$ cat src/hw/rtl/p95s_ram.sv
module p95s_ram #(
  parameter int WIDTH = 8,
  parameter int DEPTH = 16
) (
  input  logic                     clk,
  input  logic                     we,
  input  logic [$clog2(DEPTH)-1:0] waddr,
  input  logic [WIDTH-1:0]         wdata,
  input  logic [$clog2(DEPTH)-1:0] raddr,
  output logic [WIDTH-1:0]         rdata
);

  logic [WIDTH-1:0] mem [DEPTH];

  always_ff @(posedge clk) begin
    if (we) begin
      mem[waddr] <= wdata;
    end
    rdata <= mem[raddr];
  end

endmodule

$ cat config.mk
export PLATFORM = sky130hd
export DESIGN_NAME = p95s_ram
export DESIGN_NICKNAME = d
export VERILOG_FILES = /design/src/hw/rtl/p95s_ram.sv
export SDC_FILE = /design/constraint.sdc
export NUM_CORES = 1
export LEC_CHECK = 0
export ABC_CLOCK_PERIOD_IN_PS = 2100
export BUFFER_PORTS_ARGS = -buffer_cell sky130_fd_sc_hd__buf_2
export CAP_MARGIN = 10
export CORE_UTILIZATION = 35
export CTS_CLUSTER_SIZE = 10
export DETAILED_ROUTE_END_ITERATION = 16
export GPL_TIMING_DRIVEN = 0
export HOLD_SLACK_MARGIN = 0.15
export PLACE_DENSITY = 0.5
export SYNTH_ARGS = -nofsm -noshare
export SYNTH_HDL_FRONTEND = slang
export SYNTH_SLANG_ARGS = --single-unit
$ cat constraint.sdc
create_clock -name clk -period 2.1 [get_ports clk]
set_input_delay 0.21 -clock clk [delete_from_list [all_inputs] [get_ports clk]]
set_output_delay 0.21 -clock clk [all_outputs]
set_load 0.005 [all_outputs]
==> flow_summary_export.csv <==
group,metric,value,unit
status,status,"finished, final reports clean",
timing,max-slew-margin-rel,0.435,
clocking,cts.sinks,136,
synth,yosysWarnings,0,
worst_setup_path,worst_path_largest_cell_delay,0.62,ns
timing,tns,0,ns
job,cap_violations,0,
clocking,numCtsBuffers,17,
clocking,cts-root-buf,"clkbuf_16",
clocking,clk_latency,0.41,ns
grt,grt_overflow_total,0,
routing,drt_pass1_iterations,4,
timing,period_share,0.773,
routing,ant_nets,0,
die,dieArea,0.0152,mm^2
layout,syn_to_final_growth,18.8,%
timing,setup_ws,0.476,ns
die,core,0.0141,mm^2
power,p_leak,2.05,nW
layout,fin_nets,294,
worst_setup_path,reg2reg_depth,3,
grt,grt_max_degree,17,
layout,drive_above_1_share,0.280,
grt,first_global_vias,2443,
power,ir_drop,0.634,mV
placement,hpwl,6.76,mm
worst_setup_path,cp-end-kind,"flop",
layout,multi_input_area,0.00106,mm^2
clocking,htree_levels,4,
synth,synth.distinct_cells,19,
synth,syn_area,0.00515,mm^2
grt,antenna_found_initial,0,
worst_hold_path,holdPathStages,1,
synth,yosys-top-cells-area,"edfxtp_1 75%, mux4_2 7.9%, mux4_1 7.1%",
clocking,cts.reportedPaths.clkPinSlew,0.05,ns
grt,grtUsageTotal,0.155,
placement,gp_congestion,0.818,
timing,setup_violations,0,
die,num_io_pins,26,
die,die_w,123,um
worst_hold_path,hold_class,"primary input to flop",
worst_setup_path,r2r_start,"mem[0][3]",
clocking,cts_buffer_depth,2,
synth,synth_top_cell_by_area,"edfxtp_1",
synth,synth_nets,247,
die,die_h,123,um
layout,fillers,1247,
synth,ys.flop_type,"edfxtp_1",
worst_setup_path,worstPathCellList,"buf_2 -> or3b_2 -> nor3_1 -> buf_4",
synth,synth-edff-count,128,
routing,wire_per_inst,22.3,um
clocking,cts_hold_buf,0,
timing,worstMarginPinSlew,0.844,ns
timing,max_freq,0.616,GHz
grt,grt_first_pass_wirelength,15.4,mm
worst_setup_path,crit_type,"primary input to flop",
synth,avgSynthCellArea,22.5,um^2
synth,yosysMostFrequentCell,"edfxtp_1",
clocking,cts_setup_buffers,0,
synth,ys_seq_elements,136,
layout,num_antenna_cells,0,
worst_setup_path,worst_path_max_delay_cell,"nor3_1",
die,start_util,0.365,
routing,finalWirelength,10.4,mm
routing,drt_iter0_markers,194,
worst_setup_path,cp_data_arrival_time,1.75,ns
timing,skew,0.00595,ns
synth,yosys-top-cells-count,"128 x edfxtp_1, 18 x mux4_2, 16 x a22oi_1, 14 x mux4_1, 13 x nor2_1",
timing,hold_viol_final,0,
timing,drv_slew,0,
clocking,cts_resized,0,
die,rows,43,
synth,synthCells,229,
routing,vias,2341,
power,powerDensity,1040,mW/mm^2
synth,yosysTopAreaCellShare,0.747,
synth,synth-async-reset-ratio,0,
worst_hold_path,holdCritStartpoint,"wdata[5]",
synth,synth_seq_area_share,0.778,
placement,numPortBuffers,24,
worst_setup_path,worstPathMaxFanout,5,
layout,regArea,0.00400,mm^2
worst_setup_path,startpoint,"waddr[2]",
routing,drc,0,
worst_setup_path,worstPathRequired,2.23,ns
timing,period_minus_slack,1.62,ns
timing,rsz0062_at_grt,"no",
placement,pre_cts_slack,0.0363,ns
routing,vias_per_cell,4.99,
worst_setup_path,start_kind,"primary input",
clocking,cts_tree,"yes",
## flip-flops by register name, summed over array words and instances, names as in the netlist
signal	count
rdata	8
mem	128
## critical path, delay by kind of cell
family	cells	cell delay, ns
buffers and inverters	2	0.40
AND/OR/NAND/NOR	2	1.13
## path summary, 6_finish.rpt
path,end,slack (ns)
worst min register to register,rdata[2],0.67
worst max register to register,rdata[3],0.54
worst min-delay path,mem[6][5],0.21
worst max-delay path,mem[0][3],0.48
## per-layer routing
| layer | vias to the layer above | wire length [um] | GRT usage |
|---|---|---|---|
| met2 | 52 | 4950 | 0.238 |
| li1 | 1068 | - | - |
| met4 | 0 | 174 | 0.0610 |
| met3 | 16 | 553 | 0.0452 |
| met1 | 1205 | 4770 | 0.209 |
| met5 | - | 0 | 0 |
## cell type report
class | count | area share
clock buffers | 20 | 0.0714
repair buffers | 28 | 0.0245
well taps | 180 | 0.0368
flip-flops and latches | 136 | 0.655
plain buffers | 10 | 0.0141
multi-input cells | 83 | 0.173
clock inverters | 12 | 0.0256
## report_power, final
group | switching (mW) | internal, mW | total, mW
sequential | 0.0150 | 3.04 | 3.05
combinational | 0.171 | 0.121 | 0.292
clock | 1.03 | 1.96 | 2.99
## logic make-up (layout without fill, tap and decap cells)
| family | count (synthesis) | count (layout) | synth area share |
|---|---|---|---|
| buffers and inverters | 10 | 70 | 0.0168 |
| AND/OR/NAND/NOR | 35 | 35 | 0.0318 |
| flip-flops | 136 | 136 | 0.778 |
| multiplexers | 32 | 32 | 0.150 |
| AO/OA/AOI/OAI | 16 | 16 | 0.0233 |
## placed cells by master (no fill, tap or decap)
cell	Yosys	final
mux4_2	18	18
clkbuf_1	0	3
mux4_1	14	14
nand3_1	1	1
bufinv_16	0	4
clkbuf_16	0	17
nor2_1	13	13
buf_4	1	5
or3b_2	1	1
nand2_1	9	9
buf_6	3	3
clkinv_2	0	2
clkinv_1	0	5
a22oi_1	16	16
edfxtp_1	128	128
nand3b_1	2	2
clkdlybuf4s25_2	3	3
nor3_1	4	4
dfxtp_1	8	8
buf_2	3	27
and2_1	1	1
clkinvlp_4	0	1
nor2b_1	1	1
and2b_1	1	1
nand2b_1	2	2
## stage by stage
stage | area (um^2) | cells | hold WS, ns | total power [mW] | utilization
2_1_floorplan | 5150 | 229 | 0.309 | 3.26 | -
3_3_place_gp | 5490 | 433 | 0.586 | 3.40 | 0.390
3_5_place_dp | 5520 | 437 | 0.588 | 3.41 | 0.392
4_1_cts | 6120 | 469 | 0.202 | 6.40 | 0.434
5_1_grt | 6120 | 469 | 0.206 | 6.53 | 0.434
6_report | 6120 | 469 | 0.206 | 6.33 | 0.434
Note: power is estimated with default switching activity, not from simulation.
