===== config.mk =====
export PLATFORM = sky130hd
export DESIGN_NAME = p95s_rank
export DESIGN_NICKNAME = d
export VERILOG_FILES = /design/src/hw/rtl/p95s_pkg.sv /design/src/hw/rtl/p95s_rank.sv
export SDC_FILE = /design/constraint.sdc
export NUM_CORES = 1
export LEC_CHECK = 0
export ABC_CLOCK_PERIOD_IN_PS = 6100
export CORE_MARGIN = 2
export CORE_UTILIZATION = 48
export DETAILED_ROUTE_END_ITERATION = 7
export DONT_BUFFER_PORTS = 1
export PLACE_DENSITY = 0.7
export SLEW_MARGIN = 20
export SYNTH_ARGS = -nofsm -noshare
export SYNTH_HDL_FRONTEND = slang
export SYNTH_SLANG_ARGS = --single-unit
export TNS_END_PERCENT = 30

===== constraint.sdc =====
create_clock -name clk -period 6.1 [get_ports clk]
set_input_delay 1.22 -clock clk [delete_from_list [all_inputs] [get_ports clk]]
set_output_delay 1.22 -clock clk [all_outputs]
set_load 0.02 [all_outputs]

===== src/hw/rtl/p95s_pkg.sv =====
package p95s_pkg;

  localparam int MAX_SAMPLES = 256;

  localparam int SAMPLE_W    = 63;
  localparam int COUNT_OUT_W = 9;
  localparam int CNT_W       = $clog2(MAX_SAMPLES + 1);
  localparam int ADDR_W      = $clog2(MAX_SAMPLES);

  localparam int IN_TDATA_W  = ((SAMPLE_W + 7) / 8) * 8;
  localparam int OUT_BITS    = SAMPLE_W + COUNT_OUT_W + 1;
  localparam int OUT_TDATA_W = ((OUT_BITS + 7) / 8) * 8;

  // rank k = (RANK_NUM * n + RANK_BIAS) / RANK_DEN, clamped to n - 1
  localparam int RANK_NUM  = 95;
  localparam int RANK_BIAS = 149;
  localparam int RANK_DEN  = 100;

  // reciprocal scale chosen so the truncated product equals the exact quotient
  localparam int X_W      = $clog2(RANK_NUM * MAX_SAMPLES + RANK_BIAS + 1);
  localparam int RSHIFT   = X_W + 7;
  localparam int RECIP    = ((1 << RSHIFT) + RANK_DEN - 1) / RANK_DEN;
  localparam int RECIP_W  = $clog2(RECIP + 1);
  localparam int PROD_W   = X_W + RECIP_W;

endpackage


===== src/hw/rtl/p95s_rank.sv =====
module p95s_rank
  import p95s_pkg::*;
(
  input  logic              clk,
  input  logic              rst,
  input  logic              start,
  input  logic [CNT_W-1:0]  n,
  output logic              done,
  output logic [ADDR_W-1:0] k
);

  logic              v1;
  logic              v2;
  logic [X_W-1:0]    x;
  logic [PROD_W-1:0] prod;
  logic [CNT_W-1:0]  n1;
  logic [CNT_W-1:0]  n2;
  logic [CNT_W-1:0]  q;
  logic [CNT_W-1:0]  n_last;

  // exact quotient from the reciprocal product
  assign q      = CNT_W'(prod >> RSHIFT);
  assign n_last = n2 - CNT_W'(1);

  always_ff @(posedge clk) begin
    if (rst) begin
      v1   <= 1'b0;
      v2   <= 1'b0;
      done <= 1'b0;
    end else begin
      v1   <= start;
      v2   <= v1;
      done <= v2;
    end
  end

  always_ff @(posedge clk) begin
    x    <= X_W'(32'(n) * 32'(RANK_NUM) + 32'(RANK_BIAS));
    n1   <= n;
    prod <= PROD_W'(x) * PROD_W'(RECIP);
    n2   <= n1;
    k    <= (q > n_last) ? ADDR_W'(n_last) : ADDR_W'(q);
  end

endmodule


==> summary.txt <==
number of endpoints failing setup at the final stage: 0
overall die area: 14630 um2
CORE AREA: 13300 um2
min-delay src: n1[3]$_DFF_P_
required time at the worst-slack endpoint: 6.27 ns
antenna violations before repair: 0
Syn Nets: 878
Pins Over Slew Limit: 0
DRC errors left: 0
count of input and output buffers: 0
first-pass iteration count of the detailed router: 4
crit path cell chain: fa_1 > ha_1 > inv_1 > fa_1 > inv_1 > fa_1 > inv_1 > fa_1 > inv_1 > ha_1 > and3_1 > a221oi_1 > nand2_1 > o211ai_1 > a21oi_2 > nor4_1 > a211oi_1
Unique masters post-synth: 43
leading cell types by total area after synthesis: sky130_fd_sc_hd__fa_1 29%, sky130_fd_sc_hd__ha_1 28%, sky130_fd_sc_hd__dfxtp_1 16%, sky130_fd_sc_hd__inv_1 8.8%, sky130_fd_sc_hd__xnor2_1 2.1%
CTS tree: built
number of placed I/O pins: 21
Worst Hold Endpoint: n2[3]$_DFF_P_
crit path time final: 5.220 ns
slowest stage cell, crit path: sky130_fd_sc_hd__dfxtp_1
mean cell area of the mapped netlist: 10.58 um2
library cell with the largest summed area after synthesis: sky130_fd_sc_hd__fa_1
antenna cell count: 0
hold bufs inserted after CTS: 0
maximum count of clock buffers along a single path: 2
CTS resizes: 0
clock transition at the registers of the reported paths: 0.07 ns
gate count of the mapped netlist: 621
number of vias per cell after detailed routing: 5.026
number of synthesized flops with an enable pin: 0
depth of the worst hold-timing path: 0
total number of nets in the final design: 885
crit start category: flop
kind of path behind the tightest hold check: flop to flop
data arrival time of the critical path: 5.39 ns
most common flop cell mapped by yosys: sky130_fd_sc_hd__dfxtp_1
share of async-settable or async-resettable flops after synthesis: 0
result of the run: complete, no violations
R2R Path End: prod[30]$_DFF_P_
number of register bits inferred by synthesis: 53
global routing usage summed across all routing layers: 0.1719
Fin Setup TNS: 0 ns
postcts setup bufs: 0
most common cell after layout, fill and taps aside: sky130_fd_sc_hd__inv_1
die height: 121.0 um
setup repair after global routing missed its margin: no
TritonCTS buffer count: 5
routed wire length: 11900 um
maximum achievable frequency: 191.6 MHz
initial core utilization: 0.4940
total number of clock tree sinks: 53
final hold viol count: 0
largest net degree at the start of global routing: 19
commonest non-fill, non-tap cells in the layout: 154 x sky130_fd_sc_hd__inv_1, 149 x sky130_fd_sc_hd__ha_1, 96 x sky130_fd_sc_hd__fa_1, 53 x sky130_fd_sc_hd__dfxtp_1, 22 x sky130_fd_sc_hd__a21oi_1
grt total ovfl: 0
HPWL after DPL: 10680 um
ratio of final minimum period to clock period: 0.8558
ratio of cells with drive above 1 in the final layout: 0.02385
clock latency at the later pin of the worst-skew pair: 0.29 ns
detailed-route wire length per cell: 14.78 um
part of the Yosys area used for sequential elements: 0.1616
remaining antenna violation count after routing: 0
root buffer selected by CTS: sky130_fd_sc_hd__clkbuf_16
Worst slew margin: 0.5547
fraction of post-synthesis cell area in the top cell type by area: 0.2926
Via Count: 4046
depth of the most critical reg-to-reg path: 17
peak fanout along the critical path: 6
first-pass GRT wire length: 20010 um
Starting DRT DRC Count: 160
CP endpoint kind: flop
kind of critical path: flop to flop
area growth from synthesis to final layout: 5.982%
placement row count: 42
overall die width: 121.0 um
max-cap check violation count: 0
Worst path max stage delay: 0.53 ns
maximum clock skew at final layout: 0.007329 ns
yosys warns: 0
slew at the pin closest to its max-slew limit: 0.6658 ns
via count of the first global-routing pass: 4338
post-synth design cell area: 6568 um2
register-to-register setup slack: 0.88 ns
critical register-to-register path startpoint: x[11]$_DFF_P_
CTS H-Tree Depth: 2
final weighted congestion of routability-driven global placement: 0.9407
cells in the mapped netlist, types with 2 or more instances:
cell type,instances
sky130_fd_sc_hd__inv_1,154
sky130_fd_sc_hd__ha_1,149
sky130_fd_sc_hd__fa_1,96
sky130_fd_sc_hd__dfxtp_1,53
sky130_fd_sc_hd__a21oi_1,22
sky130_fd_sc_hd__xnor2_1,16
sky130_fd_sc_hd__nand2_1,14
sky130_fd_sc_hd__a21o_1,13
sky130_fd_sc_hd__nor2_1,12
sky130_fd_sc_hd__mux2i_1,10
sky130_fd_sc_hd__xor2_1,10
sky130_fd_sc_hd__o21ai_0,7
sky130_fd_sc_hd__nor3_1,6
sky130_fd_sc_hd__a211oi_1,5
sky130_fd_sc_hd__and3_1,5
sky130_fd_sc_hd__nor2b_1,5
sky130_fd_sc_hd__nand3_1,4
sky130_fd_sc_hd__nand4_1,4
sky130_fd_sc_hd__nand4b_1,3
sky130_fd_sc_hd__o211ai_1,3
sky130_fd_sc_hd__a21oi_2,2
sky130_fd_sc_hd__a221oi_1,2
sky130_fd_sc_hd__nand2b_1,2
sky130_fd_sc_hd__nand3b_1,2
sky130_fd_sc_hd__nor4_1,2
sky130_fd_sc_hd__o21a_1,2
sky130_fd_sc_hd__o21bai_1,2
registers in the layout, summed over array words and instances, names as in the netlist:
name	flops
done	1
prod	9
k	8
x	15
n1	9
v2	1
v1	1
n2	9
cells by family after synthesis:
logic type | count (synthesis) | synth area share
buf+inv | 154 | 0.08802
mux | 10 | 0.01524
compound gates | 68 | 0.07049
fa+ha+maj | 245 | 0.5765
simple gates | 65 | 0.05353
xor+xnor | 26 | 0.03467
flops | 53 | 0.1616
how the worst max path moves through the flow:
stage / start / end / slack (ns)
finish: x[11]$_DFF_P_ / prod[30]$_DFF_P_ / 0.88
global route: x[11]$_DFF_P_ / prod[30]$_DFF_P_ / 0.57
CTS: x[11]$_DFF_P_ / prod[30]$_DFF_P_ / 0.88
detailed placement: x[9]$_DFF_P_ / prod[30]$_DFF_P_ / 0.88
global placement: n[0] / x[12]$_DFF_P_ / 1.03
floorplan: n[0] / x[12]$_DFF_P_ / 1.24
worst max-delay path, delay by kind of cell (launching register included):
family	cells	cell delay [ns]
flops	1	0.53
compound gates	4	1.09
buf+inv	4	0.19
simple gates	3	0.67
fa+ha+maj	6	2.60
stage by stage:
step | setup slack (ns) | area (um2) | hold slack, ns | instances | util
2_1_floorplan | 1.241 | 6568 | 0.3096 | 621 | -
3_3_place_gp | 1.030 | 6788 | 0.3129 | 797 | 0.5105
5_1_grt | 0.5667 | 6960 | 0.3339 | 805 | 0.5235
6_report | 0.8798 | 6960 | 0.3326 | 805 | 0.5235
3_5_place_dp | 0.8774 | 6788 | 0.3150 | 797 | 0.5105
4_1_cts | 0.8791 | 6960 | 0.3321 | 805 | 0.5235
per-layer routing:
| layer | up-vias | track usage | part of all wire | routed length (um) |
|---|---|---|---|---|
| li1 | 2029 | - | - | - |
| met1 | 1975 | 0.2397 | 0.48 | 5759 |
| met2 | 40 | 0.2946 | 0.49 | 5801 |
| met3 | 2 | 0.02303 | 0.025 | 296 |
| met4 | 0 | 0.01962 | 0.0031 | 37 |
| met5 | - | 0 | 0 | 0 |
cell type report:
type,count,area (um2)
clock inverter,3,47.55
tap,176,220.2
multi-input combinational,414,4928
clock buffer,5,125.1
inverter,154,578.1
fill,1168,6335
sequential,53,1061
Power is not shown: default switching activity piles up to over one toggle a cycle in this logic, so the estimate is an artifact.
